## src/rtl/command_line_tokenizer_top_macros.svh

```systemverilog
// Assertion macros shared by the command line tokenizer RTL.
// Depends on nothing; included by the controller and the datapath.
`ifndef COMMAND_LINE_TOKENIZER_TOP_MACROS_SVH
`define COMMAND_LINE_TOKENIZER_TOP_MACROS_SVH

// Same-cycle implication, disabled while reset is asserted.
`define CLT_ASSERT_NOW(lbl, clk_s, rst_s, ante, cons, msg) \
    lbl: assert property (@(posedge clk_s) disable iff (!rst_s) (ante) |-> (cons)) \
        else $error(msg);

// Next-cycle implication, disabled while reset is asserted.
`define CLT_ASSERT_NXT(lbl, clk_s, rst_s, ante, cons, msg) \
    lbl: assert property (@(posedge clk_s) disable iff (!rst_s) (ante) |=> (cons)) \
        else $error(msg);

`endif

```

## src/rtl/cltok_pkg.sv

```systemverilog
// Package for the command line tokenizer: codes, types, byte constants and
// the controller/datapath command and status structs. Depends on nothing.
package cltok_pkg;

    localparam int PENDING_DEPTH_DEF = 16;
    localparam int MAX_ARGS_DEF      = 15;

    localparam logic [7:0] CH_SPACE = 8'h20;
    localparam logic [7:0] CH_TAB   = 8'h09;
    localparam logic [7:0] CH_COLON = 8'h3A;
    localparam logic [7:0] CH_LOW_A = 8'h61;
    localparam logic [7:0] CH_LOW_Z = 8'h7A;
    localparam logic [7:0] CASE_GAP = 8'h20;

    localparam logic OP_BYTE = 1'b0;
    localparam logic OP_EOL  = 1'b1;

    typedef enum logic [2:0] {
        MODE_LEAD,
        MODE_CMD,
        MODE_GAP,
        MODE_MID,
        MODE_TRAIL
    } mode_t;

    typedef enum logic [1:0] {
        ST_IDLE,
        ST_FLUSH,
        ST_LAST,
        ST_EOL
    } state_t;

    typedef enum logic [1:0] {
        KIND_BYTE,
        KIND_END_TOKEN,
        KIND_END_LINE
    } kind_t;

    typedef enum logic [1:0] {
        TOK_CMD,
        TOK_MID,
        TOK_TRAIL
    } tok_t;

    typedef enum logic [2:0] {
        SEL_ZERO,
        SEL_UPCASE,
        SEL_RAW,
        SEL_PEND,
        SEL_HOLD
    } bsel_t;

    typedef struct packed {
        logic  hold_load;
        logic  emit;
        kind_t kind;
        tok_t  tok;
        bsel_t byte_sel;
        logic  use_argn;
        logic  ok;
        logic  last;
        logic  mode_we;
        mode_t next_mode;
        logic  pend_push;
        logic  pend_clear;
        logic  arg_finish;
        logic  line_reset;
        logic  flush_start;
        logic  flush_step;
    } cmd_t;

    typedef struct packed {
        mode_t mode;
        logic  out_free;
        logic  blank;
        logic  colon;
        logic  pend_empty;
        logic  flush_end;
    } status_t;

    function automatic logic [7:0] upcase(input logic [7:0] b);
        logic [7:0] r;
        r = b;
        if (b >= CH_LOW_A && b <= CH_LOW_Z)
        begin
            r = b - CASE_GAP;
        end
        return r;
    endfunction

endpackage

```

## src/rtl/cltok_ctrl.sv

```systemverilog
// Controller of the command line tokenizer: sequencer state machine that
// decides every record. Depends on cltok_pkg and the assertion macro header.
`include "command_line_tokenizer_top_macros.svh"

module cltok_ctrl (
    input  logic              clk,
    input  logic              rst_n,
    input  logic              byte_valid,
    output logic              byte_ready,
    input  logic              opcode,
    input  cltok_pkg::status_t sts,
    output cltok_pkg::cmd_t    cmd
);

    cltok_pkg::state_t state_reg;
    cltok_pkg::state_t state_next;
    logic              fire;
    logic              trail_like;
    logic              tok_open;

    assign byte_ready = (state_reg == cltok_pkg::ST_IDLE) && sts.out_free;
    assign fire       = byte_valid && byte_ready;

    // Unused mode codes behave as the trailing argument.
    assign trail_like = !(sts.mode == cltok_pkg::MODE_LEAD || sts.mode == cltok_pkg::MODE_CMD
                       || sts.mode == cltok_pkg::MODE_GAP || sts.mode == cltok_pkg::MODE_MID);
    assign tok_open   = trail_like || sts.mode == cltok_pkg::MODE_CMD
                       || sts.mode == cltok_pkg::MODE_MID;

    always_ff @(posedge clk or negedge rst_n)
    begin
        if (!rst_n)
        begin
            state_reg <= cltok_pkg::ST_IDLE;
        end
        else
        begin
            state_reg <= state_next;
        end
    end

    always_comb
    begin
        state_next = state_reg;
        unique case (state_reg)
            cltok_pkg::ST_IDLE:
            begin
                if (fire)
                begin
                    if (opcode == cltok_pkg::OP_EOL)
                    begin
                        if (tok_open)
                        begin
                            state_next = cltok_pkg::ST_EOL;
                        end
                    end
                    else if (trail_like && !sts.blank && !sts.pend_empty)
                    begin
                        state_next = cltok_pkg::ST_FLUSH;
                    end
                end
            end
            cltok_pkg::ST_FLUSH:
            begin
                if (sts.out_free && sts.flush_end)
                begin
                    state_next = cltok_pkg::ST_LAST;
                end
            end
            cltok_pkg::ST_LAST, cltok_pkg::ST_EOL:
            begin
                if (sts.out_free)
                begin
                    state_next = cltok_pkg::ST_IDLE;
                end
            end
            default:
            begin
                state_next = cltok_pkg::ST_IDLE;
            end
        endcase
    end

    always_comb
    begin
        cmd           = '0;
        cmd.kind      = cltok_pkg::KIND_BYTE;
        cmd.tok       = cltok_pkg::TOK_CMD;
        cmd.byte_sel  = cltok_pkg::SEL_ZERO;
        cmd.next_mode = cltok_pkg::MODE_LEAD;
        unique case (state_reg)
            cltok_pkg::ST_IDLE:
            begin
                if (fire)
                begin
                    cmd.hold_load = 1'b1;
                    if (opcode == cltok_pkg::OP_EOL)
                    begin
                        unique case (sts.mode) inside
                            cltok_pkg::MODE_LEAD, cltok_pkg::MODE_GAP:
                            begin
                                cmd.emit       = 1'b1;
                                cmd.kind       = cltok_pkg::KIND_END_LINE;
                                cmd.ok         = (sts.mode == cltok_pkg::MODE_GAP);
                                cmd.last       = 1'b1;
                                cmd.line_reset = 1'b1;
                            end
                            cltok_pkg::MODE_CMD:
                            begin
                                cmd.emit = 1'b1;
                                cmd.kind = cltok_pkg::KIND_END_TOKEN;
                            end
                            cltok_pkg::MODE_MID:
                            begin
                                cmd.emit     = 1'b1;
                                cmd.kind     = cltok_pkg::KIND_END_TOKEN;
                                cmd.tok      = cltok_pkg::TOK_MID;
                                cmd.use_argn = 1'b1;
                            end
                            default:
                            begin
                                cmd.emit     = 1'b1;
                                cmd.kind     = cltok_pkg::KIND_END_TOKEN;
                                cmd.tok      = cltok_pkg::TOK_TRAIL;
                                cmd.use_argn = 1'b1;
                            end
                        endcase
                    end
                    else
                    begin
                        unique case (sts.mode)
                            cltok_pkg::MODE_LEAD:
                            begin
                                if (!sts.blank)
                                begin
                                    cmd.emit      = 1'b1;
                                    cmd.byte_sel  = cltok_pkg::SEL_UPCASE;
                                    cmd.last      = 1'b1;
                                    cmd.mode_we   = 1'b1;
                                    cmd.next_mode = cltok_pkg::MODE_CMD;
                                end
                            end
                            cltok_pkg::MODE_CMD:
                            begin
                                cmd.emit = 1'b1;
                                cmd.last = 1'b1;
                                if (sts.blank)
                                begin
                                    cmd.kind      = cltok_pkg::KIND_END_TOKEN;
                                    cmd.mode_we   = 1'b1;
                                    cmd.next_mode = cltok_pkg::MODE_GAP;
                                end
                                else
                                begin
                                    cmd.byte_sel = cltok_pkg::SEL_UPCASE;
                                end
                            end
                            cltok_pkg::MODE_GAP:
                            begin
                                if (!sts.blank)
                                begin
                                    cmd.mode_we = 1'b1;
                                    if (sts.colon)
                                    begin
                                        cmd.next_mode  = cltok_pkg::MODE_TRAIL;
                                        cmd.pend_clear = 1'b1;
                                    end
                                    else
                                    begin
                                        cmd.next_mode = cltok_pkg::MODE_MID;
                                        cmd.emit      = 1'b1;
                                        cmd.tok       = cltok_pkg::TOK_MID;
                                        cmd.byte_sel  = cltok_pkg::SEL_RAW;
                                        cmd.use_argn  = 1'b1;
                                        cmd.last      = 1'b1;
                                    end
                                end
                            end
                            cltok_pkg::MODE_MID:
                            begin
                                cmd.emit     = 1'b1;
                                cmd.tok      = cltok_pkg::TOK_MID;
                                cmd.use_argn = 1'b1;
                                cmd.last     = 1'b1;
                                if (sts.blank)
                                begin
                                    cmd.kind       = cltok_pkg::KIND_END_TOKEN;
                                    cmd.arg_finish = 1'b1;
                                    cmd.mode_we    = 1'b1;
                                    cmd.next_mode  = cltok_pkg::MODE_GAP;
                                end
                                else
                                begin
                                    cmd.byte_sel = cltok_pkg::SEL_RAW;
                                end
                            end
                            default:
                            begin
                                cmd.mode_we   = 1'b1;
                                cmd.next_mode = cltok_pkg::MODE_TRAIL;
                                if (sts.blank)
                                begin
                                    cmd.pend_push = 1'b1;
                                end
                                else if (sts.pend_empty)
                                begin
                                    cmd.emit     = 1'b1;
                                    cmd.tok      = cltok_pkg::TOK_TRAIL;
                                    cmd.byte_sel = cltok_pkg::SEL_RAW;
                                    cmd.use_argn = 1'b1;
                                    cmd.last     = 1'b1;
                                end
                                else
                                begin
                                    cmd.flush_start = 1'b1;
                                end
                            end
                        endcase
                    end
                end
            end
            cltok_pkg::ST_FLUSH:
            begin
                if (sts.out_free)
                begin
                    cmd.emit       = 1'b1;
                    cmd.tok        = cltok_pkg::TOK_TRAIL;
                    cmd.byte_sel   = cltok_pkg::SEL_PEND;
                    cmd.use_argn   = 1'b1;
                    cmd.flush_step = 1'b1;
                end
            end
            cltok_pkg::ST_LAST:
            begin
                if (sts.out_free)
                begin
                    cmd.emit       = 1'b1;
                    cmd.tok        = cltok_pkg::TOK_TRAIL;
                    cmd.byte_sel   = cltok_pkg::SEL_HOLD;
                    cmd.use_argn   = 1'b1;
                    cmd.last       = 1'b1;
                    cmd.pend_clear = 1'b1;
                end
            end
            cltok_pkg::ST_EOL:
            begin
                if (sts.out_free)
                begin
                    cmd.emit       = 1'b1;
                    cmd.kind       = cltok_pkg::KIND_END_LINE;
                    cmd.ok         = 1'b1;
                    cmd.last       = 1'b1;
                    cmd.line_reset = 1'b1;
                end
            end
            default:
            begin
                cmd = '0;
            end
        endcase
    end

    // A flush only runs inside a trailing argument with whitespace held.
    `CLT_ASSERT_NOW(a_flush_needs_pending, clk, rst_n, state_reg == cltok_pkg::ST_FLUSH, sts.mode == cltok_pkg::MODE_TRAIL && !sts.pend_empty, "flush without pending whitespace")

endmodule

```

## src/rtl/cltok_dpath.sv

```systemverilog
// Datapath of the command line tokenizer: parse mode, pending whitespace
// memory, counters and the output record register. Depends on cltok_pkg.
`include "command_line_tokenizer_top_macros.svh"

module cltok_dpath #(
    parameter int PENDING_DEPTH = cltok_pkg::PENDING_DEPTH_DEF,
    parameter int MAX_ARGS      = cltok_pkg::MAX_ARGS_DEF,
    localparam int ARG_W        = $clog2(MAX_ARGS + 1)
) (
    input  logic               clk,
    input  logic               rst_n,
    input  logic [7:0]         data_byte,
    input  cltok_pkg::cmd_t    cmd,
    output cltok_pkg::status_t sts,
    output logic               rec_valid,
    input  logic               rec_ready,
    output logic [1:0]         record_kind,
    output logic [1:0]         token_type,
    output logic [7:0]         token_byte,
    output logic [ARG_W-1:0]   arg_number,
    output logic               line_ok,
    output logic               overflow_flag,
    output logic               last_of_run
);

    localparam int PIDX_W = (PENDING_DEPTH > 1) ? $clog2(PENDING_DEPTH) : 1;
    localparam int CNT_W  = $clog2(PENDING_DEPTH + 1);
    localparam logic [CNT_W-1:0] DEPTH_C   = CNT_W'(PENDING_DEPTH);
    localparam logic [ARG_W-1:0] ARG_MAX_C = ARG_W'(MAX_ARGS);

    cltok_pkg::mode_t  mode_reg;
    cltok_pkg::mode_t  mode_next;
    logic [CNT_W-1:0]  pend_cnt_reg;
    logic [CNT_W-1:0]  pend_cnt_next;
    logic [ARG_W-1:0]  arg_cnt_reg;
    logic [ARG_W-1:0]  arg_cnt_next;
    logic              sticky_reg;
    logic              sticky_next;
    logic [PIDX_W-1:0] flush_idx_reg;
    logic [PIDX_W-1:0] flush_idx_next;
    logic              rec_valid_reg;
    logic              rec_valid_next;

    logic              pend_mem [PENDING_DEPTH];
    logic              rd_bit_reg;
    logic [7:0]        hold_reg;

    logic [1:0]        kind_reg;
    logic [1:0]        tok_reg;
    logic [7:0]        byte_reg;
    logic [ARG_W-1:0]  argn_reg;
    logic              ok_reg;
    logic              ovf_reg;
    logic              last_reg;

    logic              pend_full;
    logic              arg_at_max;
    logic              flush_end;
    logic [7:0]        byte_mux;

    assign pend_full  = (pend_cnt_reg == DEPTH_C);
    assign arg_at_max = (arg_cnt_reg == ARG_MAX_C);
    assign flush_end  = ((CNT_W'(flush_idx_reg) + CNT_W'(1)) == pend_cnt_reg);

    assign sts.mode       = mode_reg;
    assign sts.out_free   = !rec_valid_reg || rec_ready;
    assign sts.blank      = (data_byte == cltok_pkg::CH_SPACE) || (data_byte == cltok_pkg::CH_TAB);
    assign sts.colon      = (data_byte == cltok_pkg::CH_COLON);
    assign sts.pend_empty = (pend_cnt_reg == '0);
    assign sts.flush_end  = flush_end;

    always_comb
    begin
        mode_next = mode_reg;
        if (cmd.line_reset)
        begin
            mode_next = cltok_pkg::MODE_LEAD;
        end
        else if (cmd.mode_we)
        begin
            mode_next = cmd.next_mode;
        end

        pend_cnt_next = pend_cnt_reg;
        if (cmd.line_reset || cmd.pend_clear)
        begin
            pend_cnt_next = '0;
        end
        else if (cmd.pend_push && !pend_full)
        begin
            pend_cnt_next = pend_cnt_reg + CNT_W'(1);
        end

        arg_cnt_next = arg_cnt_reg;
        if (cmd.line_reset)
        begin
            arg_cnt_next = '0;
        end
        else if (cmd.arg_finish && !arg_at_max)
        begin
            arg_cnt_next = arg_cnt_reg + ARG_W'(1);
        end

        sticky_next = sticky_reg;
        if (cmd.line_reset)
        begin
            sticky_next = 1'b0;
        end
        else if ((cmd.pend_push && pend_full) || (cmd.arg_finish && arg_at_max))
        begin
            sticky_next = 1'b1;
        end

        flush_idx_next = flush_idx_reg;
        if (cmd.flush_start)
        begin
            flush_idx_next = '0;
        end
        else if (cmd.flush_step && !flush_end)
        begin
            flush_idx_next = flush_idx_reg + PIDX_W'(1);
        end

        rec_valid_next = rec_valid_reg;
        if (cmd.emit)
        begin
            rec_valid_next = 1'b1;
        end
        else if (rec_ready)
        begin
            rec_valid_next = 1'b0;
        end
    end

    always_comb
    begin
        case (cmd.byte_sel)
            cltok_pkg::SEL_UPCASE: byte_mux = cltok_pkg::upcase(data_byte);
            cltok_pkg::SEL_RAW:    byte_mux = data_byte;
            cltok_pkg::SEL_PEND:   byte_mux = rd_bit_reg ? cltok_pkg::CH_TAB : cltok_pkg::CH_SPACE;
            cltok_pkg::SEL_HOLD:   byte_mux = hold_reg;
            default:               byte_mux = '0;
        endcase
    end

    always_ff @(posedge clk or negedge rst_n)
    begin
        if (!rst_n)
        begin
            mode_reg      <= cltok_pkg::MODE_LEAD;
            pend_cnt_reg  <= '0;
            arg_cnt_reg   <= '0;
            sticky_reg    <= 1'b0;
            flush_idx_reg <= '0;
            rec_valid_reg <= 1'b0;
        end
        else
        begin
            mode_reg      <= mode_next;
            pend_cnt_reg  <= pend_cnt_next;
            arg_cnt_reg   <= arg_cnt_next;
            sticky_reg    <= sticky_next;
            flush_idx_reg <= flush_idx_next;
            rec_valid_reg <= rec_valid_next;
        end
    end

    // Pending whitespace memory: one write port, one registered read port.
    // The read always tracks the next flush index, so the entry to emit is
    // ready in rd_bit_reg on the cycle the flush reaches it.
    always_ff @(posedge clk)
    begin
        if (cmd.pend_push && !pend_full)
        begin
            pend_mem[pend_cnt_reg[PIDX_W-1:0]] <= (data_byte == cltok_pkg::CH_TAB);
        end
        rd_bit_reg <= pend_mem[flush_idx_next];
    end

    always_ff @(posedge clk)
    begin
        if (cmd.hold_load)
        begin
            hold_reg <= data_byte;
        end
        if (cmd.emit)
        begin
            kind_reg <= cmd.kind;
            tok_reg  <= cmd.tok;
            byte_reg <= byte_mux;
            argn_reg <= cmd.use_argn ? arg_cnt_reg : '0;
            ok_reg   <= cmd.ok;
            ovf_reg  <= sticky_reg;
            last_reg <= cmd.last;
        end
    end

    assign rec_valid     = rec_valid_reg;
    assign record_kind   = kind_reg;
    assign token_type    = tok_reg;
    assign token_byte    = byte_reg;
    assign arg_number    = argn_reg;
    assign line_ok       = ok_reg;
    assign overflow_flag = ovf_reg;
    assign last_of_run   = last_reg;

    `CLT_ASSERT_NOW(a_pend_only_trail, clk, rst_n, pend_cnt_reg != '0, mode_reg == cltok_pkg::MODE_TRAIL, "pending whitespace outside trailing argument")
    `CLT_ASSERT_NXT(a_line_reset_clears, clk, rst_n, cmd.line_reset, mode_reg == cltok_pkg::MODE_LEAD && pend_cnt_reg == '0 && arg_cnt_reg == '0 && !sticky_reg, "line state not cleared")
    `CLT_ASSERT_NOW(a_sticky_cause, clk, rst_n, $rose(sticky_reg), $past((cmd.pend_push && pend_full) || (cmd.arg_finish && arg_at_max)), "overflow flag set without saturation")

endmodule

```

## src/rtl/command_line_tokenizer_top.sv

```systemverilog
// Top level of the command line tokenizer: joins the sequencer controller
// and the datapath. Depends on cltok_pkg, cltok_ctrl and cltok_dpath.
//
//   Channel   Handshake                Beat contents
//   -------   ---------------------    ------------------------------------------
//   byte      byte_valid, byte_ready   opcode, data_byte
//   record    rec_valid,  rec_ready    record_kind, token_type, token_byte,
//                                      arg_number, line_ok, overflow_flag,
//                                      last_of_run
//
// An ordinary byte beat gives at most one record.
// A trailing-argument byte after N held whitespace bytes is taken in ST_IDLE,
// which also fetches the first held entry; ST_FLUSH then sends the N held entries
// through the single read port of the pending whitespace memory, and ST_LAST sends
// the byte itself. An end of line with a token open gives two records (end of
// token, end of line). The record register parts the channels; a record stall
// holds the byte channel. Reset is asynchronous; no clearing pass is needed.

module command_line_tokenizer_top #(
    parameter int PENDING_DEPTH = cltok_pkg::PENDING_DEPTH_DEF,
    parameter int MAX_ARGS      = cltok_pkg::MAX_ARGS_DEF,
    localparam int ARG_W        = $clog2(MAX_ARGS + 1)
) (
    input  logic             clk,
    input  logic             rst_n,
    input  logic             byte_valid,
    output logic             byte_ready,
    input  logic             opcode,
    input  logic [7:0]       data_byte,
    output logic             rec_valid,
    input  logic             rec_ready,
    output logic [1:0]       record_kind,
    output logic [1:0]       token_type,
    output logic [7:0]       token_byte,
    output logic [ARG_W-1:0] arg_number,
    output logic             line_ok,
    output logic             overflow_flag,
    output logic             last_of_run
);

    // Command and status between the sequencer and the datapath.
    cltok_pkg::cmd_t    cmd;
    cltok_pkg::status_t sts;

    // The controller owns every decision: which record goes out, how the
    // parse mode moves, and when the pending whitespace is flushed.
    cltok_ctrl u_ctrl (
        .clk        (clk),
        .rst_n      (rst_n),
        .byte_valid (byte_valid),
        .byte_ready (byte_ready),
        .opcode     (opcode),
        .sts        (sts),
        .cmd        (cmd)
    );

    // The datapath holds the line state, the pending whitespace memory and
    // the record register that drives the record channel.
    cltok_dpath #(
        .PENDING_DEPTH (PENDING_DEPTH),
        .MAX_ARGS      (MAX_ARGS)
    ) u_dpath (
        .clk           (clk),
        .rst_n         (rst_n),
        .data_byte     (data_byte),
        .cmd           (cmd),
        .sts           (sts),
        .rec_valid     (rec_valid),
        .rec_ready     (rec_ready),
        .record_kind   (record_kind),
        .token_type    (token_type),
        .token_byte    (token_byte),
        .arg_number    (arg_number),
        .line_ok       (line_ok),
        .overflow_flag (overflow_flag),
        .last_of_run   (last_of_run)
    );

endmodule
```

## config.mk

```make
export PLATFORM = sky130hd
export DESIGN_NAME = command_line_tokenizer_top
export DESIGN_NICKNAME = d
export VERILOG_FILES = /design/src/rtl/cltok_pkg.sv /design/src/rtl/cltok_ctrl.sv /design/src/rtl/cltok_dpath.sv /design/src/rtl/command_line_tokenizer_top.sv
export VERILOG_INCLUDE_DIRS = /design/src /design/src/rtl
export SDC_FILE = /design/constraint.sdc
export NUM_CORES = 1
export LEC_CHECK = 0
export ABC_AREA = 1
export ABC_CLOCK_PERIOD_IN_PS = 5300
export BUFFER_PORTS_ARGS = -buffer_cell sky130_fd_sc_hd__buf_2
export CELL_PAD_IN_SITES_DETAIL_PLACEMENT = 1
export CELL_PAD_IN_SITES_GLOBAL_PLACEMENT = 2
export CORE_UTILIZATION = 39
export CTS_BUF_LIST = sky130_fd_sc_hd__clkbuf_4 sky130_fd_sc_hd__clkbuf_8 sky130_fd_sc_hd__clkbuf_16
export DETAILED_ROUTE_END_ITERATION = 8
export PLACE_DENSITY = 0.9
export SYNTH_ARGS = -nofsm -noshare
export SYNTH_HDL_FRONTEND = slang
export SYNTH_SLANG_ARGS = --single-unit
```

## constraint.sdc

```tcl
create_clock -name clk -period 5.3 [get_ports clk]
set_clock_uncertainty 0.15 [all_clocks]
set_input_delay 1.06 -clock clk [delete_from_list [all_inputs] [get_ports clk]]
set_output_delay 1.06 -clock clk [all_outputs]
set_load 0.01 [all_outputs]
```

==> flow_metrics.env, run 1 <==
export IMPL_outcome="finished, final reports clean"
export IMPL_worstPathCellList="buf_2 -> inv_2 -> ha_1 -> nand3_1 -> o21ai_2 -> nor2_1 -> nand3_1 -> o31ai_1 -> o21ai_0 -> nand2_1 -> nand2_1 -> a21oi_2"
export IMPL_path_buf_inv=2
export IMPL_clockRootBuffer="clkbuf_8"
export IMPL_drive_gt1_share_pct=18.2
export IMPL_synth_most_common_cell="nand2_1"
export IMPL_hold_path_class="flop to flop"
export IMPL_maxCapViolCount=0
export IMPL_finalHoldViolations=0
export IMPL_synth_seq_area_share_pct=49.3
export IMPL_internal_power_mw=1.20
export IMPL_grt_max_degree=21
export IMPL_largest_reg_flops=16
export IMPL_netlist_area_sq_um=3670
export IMPL_grt_usage_pct=21.6
export IMPL_crit_family="compound AO/OA/AOI/OAI gates"
export IMPL_slew_headroom_pct=20.1
export IMPL_syn_inst=432
export IMPL_cp_arrival_ns=3.36
export IMPL_cts_tree="built"
export IMPL_ys_types=33
export IMPL_p_comb_share_pct=44.4
export IMPL_n_antenna_cell=0
export IMPL_fp_dieW_microns=99.1
export IMPL_clkLatencyLatePin_ns=0.34
export IMPL_drcViolationCount=0
export IMPL_cts_clk_slew_worst_paths_ns=0.06
export IMPL_synthToLayoutAreaGrowth_pct=12.7
export IMPL_cpPeakStageDelay_ns=0.95
export IMPL_worst_slew_pin_slew_ns=1.20
export IMPL_synth_edf_count=43
export IMPL_ios=34
export IMPL_p_total_mw=2.11
export IMPL_grt_pass1_wl_mm=16.3
export IMPL_cts_resized=0
export IMPL_postRouteAntennaNets=0
export IMPL_initial_core_util_pct=40.0
export IMPL_crit_path_end_kind="flop"
export IMPL_fp_row_count=35
export IMPL_core_sq_um=9200
export IMPL_synth_top_area_cell="edfxtp_1"
export IMPL_grt_overflow_total=0
export IMPL_die_h_microns=99.1
export IMPL_path_class="input pin to flop"
export IMPL_fill_cells=1135
export IMPL_async_reset_ff_share_pct=31.3
export IMPL_wl_mm=9.68
export IMPL_dr_pass1_iters=4
export IMPL_fin_tns_setup_ns=0
export IMPL_fin_crit_ns=3.57
export IMPL_rsz0062_at_grt="false"
export IMPL_cp_start_kind="input pin"
export IMPL_viasPerCell=5.23
export IMPL_synth_area_per_cell_sq_um=8.51
export IMPL_cts_sinks=64
export IMPL_finalSetupViolCount=0
export IMPL_swShare_pct=43.3
export IMPL_p_clk_share_pct=18.3
export IMPL_peakVddDrop_mv=0.182
export IMPL_ys_flop_type="edfxtp_1"
export IMPL_dieArea_sq_um=9810
export IMPL_synth_area_top_cells="edfxtp_1, dfrtp_1, nand2_1, inv_1, nand3_1"
export IMPL_via_count=3080
export IMPL_syn_nets=458
export IMPL_crit_fanout=19
export IMPL_synth_seq_cells=64
export IMPL_required_ns=5.10
export IMPL_powerDensity_nw_per_um2=510
export IMPL_hpwl_mm=7.57
export IMPL_io_buffers=33
export IMPL_slowest_stage="a21oi_2"
export IMPL_synth_common_cells="nand2_1, inv_1, nor2_1"
export IMPL_period_share_pct=67.3
export IMPL_max_freq_mhz=280
export IMPL_yosys_warnings=0
export IMPL_slew_viol_final=0
export IMPL_p_leak_nw=1.89
export IMPL_grt_pass1_vias=3259
export IMPL_fin_util_pct=45.0
export IMPL_p_switching_mw=0.914
export IMPL_grt_antenna_before_repair=0
export IMPL_cts_hold_buf=0
export IMPL_cts_htree_levels=3
export IMPL_power_frac_seq_pct=37.3
export IMPL_avgRoutedWirePerCell_microns=16.4
export IMPL_num_nets_final=499
export IMPL_drt_initial_drc_count=68
export IMPL_synth_top_area_share_pct=35.1
export IMPL_cts_made_buffers=9
export IMPL_clock_path_buffers=2
export IMPL_post_cts_setup_buffer_count=0
export IMPL_place_gp_congestion=0.961
-- final cells by class --
type,count,area (sq um),share of cell area (%)
flip-flops and latches,64,1810,43.8
clock inverters,2,7.51,0.181
repair buffers,33,165,3.99
well taps,111,139,3.35
inverters,81,304,7.34
multi-input cells,284,1550,37.3
clock buffers,14,168,4.05
-- final timing paths --
path / endpoint / slack [ns] / start / cells after the start
setup / recovery: u_dpath.token_byte[7]$_DFFE_PP_ / 1.73 / data_byte[6] / 12
hold / removal: u_dpath.overflow_flag$_DFFE_PP_ / 0.31 / u_dpath.sticky_reg$_DFFE_PN0P_ / 0
setup reg to reg: u_dpath.token_byte[7]$_DFFE_PP_ / 2.04 / u_dpath.pend_cnt_reg[0]$_DFFE_PN0P_ / 9
hold reg to reg: u_dpath.overflow_flag$_DFFE_PP_ / 0.31 / u_dpath.sticky_reg$_DFFE_PN0P_ / 0
max in group asynchronous: u_dpath.rec_valid$_DFFE_PN0P_ / 4.11 / rst_n / 1
min in group asynchronous: u_dpath.pend_cnt_reg[2]$_DFFE_PN0P_ / 0.53 / rst_n / 1
-- cell families after synthesis --
kind of cell | synth area share [%]
simple gates | 31.2
buf+inv | 8.75
flops | 49.3
compound gates | 6.37
fa+ha+maj | 4.43
-- power groups by stage --
stage                     Sequential [mW]  Combinational [mW]  Clock [mW]
after detailed placement            0.794               0.938           0
final                               0.788               0.937       0.386
after global routing                0.800                1.05       0.414
after floorplan                     0.817               0.607           0
after global placement              0.790               0.915           0
after CTS                           0.787               0.942       0.392
-- cells in the final DEF, fill, tap and decap left out, drive strengths merged --
cell and count:
clkinv 2, ha 13, o22ai 2, nand2 86, or2 1, nand3b 2
dfxtp 1, a21oi 20, nand3 48, buf 33, o32ai 1, o31ai 2
a2111oi 1, a211oi 2, nor3 14, o221ai 1, o211ai 1, nand4 24
clkbuf 14, inv 81, edfxtp 43, nor2 56, dfrtp 20, o21ai 10
-- layer usage --
layer,GRT usage (%),vias up,wire [microns]
met2,37.0,39,4680
met4,7.13,0,137
met1,27.2,1504,4560
met3,4.82,10,297
met5,0,-,0
li1,-,1527,-
-- through the flow --
step	cell area, sq um	std cells	setup slack, ns	hold WS, ns
global route	4140	589	1.53	0.328
finish	4140	589	1.73	0.314
detailed placement	3970	573	1.35	0.297
CTS	4140	589	1.72	0.311
global placement	3970	573	1.57	0.288
floorplan	3670	432	1.76	0.276
Power figures use the tool's default switching activity.
==> run 2: changes to the inputs <==
--- a/config.mk
+++ b/config.mk
@@ -7,14 +7,14 @@
 export NUM_CORES = 1
 export LEC_CHECK = 0
 export ABC_AREA = 1
-export ABC_CLOCK_PERIOD_IN_PS = 5300
+export ABC_CLOCK_PERIOD_IN_PS = 2910
 export BUFFER_PORTS_ARGS = -buffer_cell sky130_fd_sc_hd__buf_2
 export CELL_PAD_IN_SITES_DETAIL_PLACEMENT = 1
 export CELL_PAD_IN_SITES_GLOBAL_PLACEMENT = 2
-export CORE_UTILIZATION = 39
+export CORE_UTILIZATION = 33
 export CTS_BUF_LIST = sky130_fd_sc_hd__clkbuf_4 sky130_fd_sc_hd__clkbuf_8 sky130_fd_sc_hd__clkbuf_16
 export DETAILED_ROUTE_END_ITERATION = 8
-export PLACE_DENSITY = 0.9
+export PLACE_DENSITY = 0.81
 export SYNTH_ARGS = -nofsm -noshare
 export SYNTH_HDL_FRONTEND = slang
 export SYNTH_SLANG_ARGS = --single-unit
==> constraint.sdc (replaced) <==
create_clock -name clk -period 2.91 [get_ports clk]
set_clock_uncertainty 0.15 [all_clocks]
set_input_delay 0.582 -clock clk [delete_from_list [all_inputs] [get_ports clk]]
set_output_delay 0.582 -clock clk [all_outputs]
set_load 0.01 [all_outputs]
==> run 2 against run 1 <==
  * Die area increased by 18%
  * Power increased by 94%
  * Via count increased by 4.7%
  * Clock power increased by 120%
  * Flip-flop and latch count unchanged
  * Critical path depth increased by 3
==> flow_metrics.env, run 2 (same netlist as run 1, synthesis figures left out) <==
export IMPL_r2r_end="u_dpath.rd_bit_reg$_DFF_P_"
export IMPL_use_met3_pct=2.72
export IMPL_slew_headroom_pct=45.4
export IMPL_synthToLayoutAreaGrowth_pct=21.8
export IMPL_grt_overflow_total=0
export IMPL_via_count=3224
export IMPL_drt_initial_drc_count=123
export IMPL_path_buf_inv=1
export IMPL_hold_path_class="input pin to async pin"
export IMPL_clkLatencyLatePin_ns=0.35
export IMPL_slowest_stage="dfrtp_1"
export IMPL_fp_dieW_microns=108
export IMPL_drcViolationCount=0
export IMPL_fin_tns_setup_ns=0
export IMPL_initial_core_util_pct=33.9
export IMPL_swShare_pct=42.1
export IMPL_required_ns=3.05
export IMPL_fin_util_pct=41.3
export IMPL_drive_gt1_share_pct=23.7
export IMPL_power_frac_seq_pct=34.8
export IMPL_worst_slew_pin_slew_ns=0.799
export IMPL_viasPerCell=4.96
export IMPL_peakVddDrop_mv=0.312
export IMPL_outcome="finished, final reports clean"
export IMPL_dpl_cell_count=634
export IMPL_setup_worst_path_start="u_dpath.flush_idx_reg[0]$_DFF_PN0_"
export IMPL_busiest_layer="met2"
export IMPL_wl_mm=10.3
export IMPL_clock_path_buffers=2
export IMPL_cts_clk_slew_worst_paths_ns=0.08
export IMPL_use_met1_pct=24.2
export IMPL_r2r_cells=15
export IMPL_grt_max_degree=21
export IMPL_cp_start_kind="flop"
export IMPL_multi_input_area_sq_um=1550
export IMPL_die_h_microns=108
export IMPL_cp_arrival_ns=2.76
export IMPL_cts_made_buffers=9
export IMPL_grt_antenna_before_repair=0
export IMPL_finalHoldViolations=0
export IMPL_p_total_mw=4.09
export IMPL_cts_sinks=64
export IMPL_n_antenna_cell=0
export IMPL_cts_htree_levels=3
export IMPL_cpPeakStageDelay_ns=0.46
export IMPL_max_freq_mhz=382
export IMPL_seqCellArea_sq_um=1810
export IMPL_layoutNonFillerInstCount=650
export IMPL_place_gp_congestion=0.848
export IMPL_crit_path_end_kind="flop"
export IMPL_p_leak_nw=2.08
export IMPL_design_area_sq_um=4470
export IMPL_internal_power_mw=2.37
export IMPL_core_sq_um=10800
export IMPL_grt_usage_pct=19.4
export IMPL_p_switching_mw=1.72
export IMPL_p_comb_share_pct=44.2
export IMPL_cts_hold_buf=0
export IMPL_r2r_slack_ns=0.30
export IMPL_layout_common_cells="nand2_1, inv_1, nor2_1"
export IMPL_finalSetupViolCount=0
export IMPL_rr_startpoint="u_dpath.flush_idx_reg[0]$_DFF_PN0_"
export IMPL_crit_fanout=9
export IMPL_post_cts_setup_buffer_count=0
export IMPL_fin_crit_ns=2.61
export IMPL_dpl_instance_area_sq_um=4240
export IMPL_layout_commonest_cell="nand2_1"
export IMPL_avgRoutedWirePerCell_microns=15.8
export IMPL_hpwl_mm=8.13
export IMPL_grt_pass1_vias=3348
export IMPL_cts_tree="built"
export IMPL_period_share_pct=89.9
export IMPL_worstPathCellList="ha_1 -> inv_1 -> nand2_1 -> nand2_1 -> nor2_1 -> nand2_1 -> nor2_1 -> nand2_1 -> nand3_1 -> nand3_2 -> nand2_1 -> nand3_1 -> nand3_1 -> nand3_1 -> nand2_1"
export IMPL_powerDensity_nw_per_um2=915
export IMPL_clockRootBuffer="clkbuf_8"
export IMPL_num_nets_final=531
export IMPL_path_class="flop to flop"
export IMPL_maxCapViolCount=0
export IMPL_slew_viol_final=0
export IMPL_rsz0062_at_grt="false"
export IMPL_crit_path_frequent_cell="nand2_1"
export IMPL_fill_cells=1342
export IMPL_worstSetupPathDepth=15
export IMPL_use_met2_pct=33.5
export IMPL_grt_pass1_wl_mm=16.9
export IMPL_dieArea_sq_um=11600
export IMPL_ios=34
export IMPL_crit_family="simple AND/OR/NAND/NOR gates"
export IMPL_dr_pass1_iters=5
export IMPL_critPathCapture="u_dpath.rd_bit_reg$_DFF_P_"
export IMPL_postRouteAntennaNets=0
export IMPL_p_clk_share_pct=21.0
export IMPL_fp_row_count=38
export IMPL_io_buffers=33
export IMPL_largest_reg_flops=16
run 2: worst min path at each step:
stage | from | to | slack, ns | cells after the start
final | rst_n | u_dpath.arg_cnt_reg[1]$_DFFE_PN0P_ | 0.05 | 1
after global routing | rst_n | u_dpath.pend_cnt_reg[3]$_DFFE_PN0P_ | 0.08 | 1
after CTS | rst_n | u_dpath.flush_idx_reg[1]$_DFF_PN0_ | 0.06 | 1
after detailed placement | u_dpath.sticky_reg$_DFFE_PN0P_ | u_dpath.overflow_flag$_DFFE_PP_ | 0.30 | 0
after global placement | u_dpath.sticky_reg$_DFFE_PN0P_ | u_dpath.overflow_flag$_DFFE_PP_ | 0.28 | 0
after floorplan | rst_n | u_ctrl.state_reg[0]$_DFFE_PN0P_ | 0.14 | 0
run 2: area by class of cell:
| type | instances | share of cell area (%) |
|---|---|---|
| clock buffer | 12 | 3.94 |
| clock inverter | 4 | 1.09 |
| inverter | 81 | 6.80 |
| multi-input combinational | 284 | 34.7 |
| sequential | 64 | 40.5 |
| tap | 140 | 3.91 |
| timing repair buffer | 65 | 9.06 |
run 2: metrics by stage:
stage	hold WS, ns	setup slack (ns)
final	0.0512	0.295
after global routing	0.0790	0.0207
after CTS	0.0624	0.313
after detailed placement	0.298	-0.386
after global placement	0.282	-0.219
after floorplan	0.136	0.214
run 2: power by group through the flow:
stage	Sequential, mW	Clock [mW]	Combinational [mW]
3_5_place_dp	1.44	0	1.80
2_1_floorplan	1.48	0	1.11
4_1_cts	1.43	0.881	1.83
3_3_place_gp	1.44	0	1.76
5_1_grt	1.45	0.917	2.02
6_report	1.42	0.859	1.81
run 2: what timing repair did:
| item | in CTS | in global routing |
|---|---|---|
| gates resized for setup | 1 | 0 |
| hold endpoints to repair | 0 | 0 |
| endpoints found under the setup margin | 19 | 0 |
run 2: layer usage:
layer  wire length [microns]  share of wire, %
met1                    4770                46
met2                    5110                50
met3                     236               2.3
met4                     168               1.6
met5                       0                 0
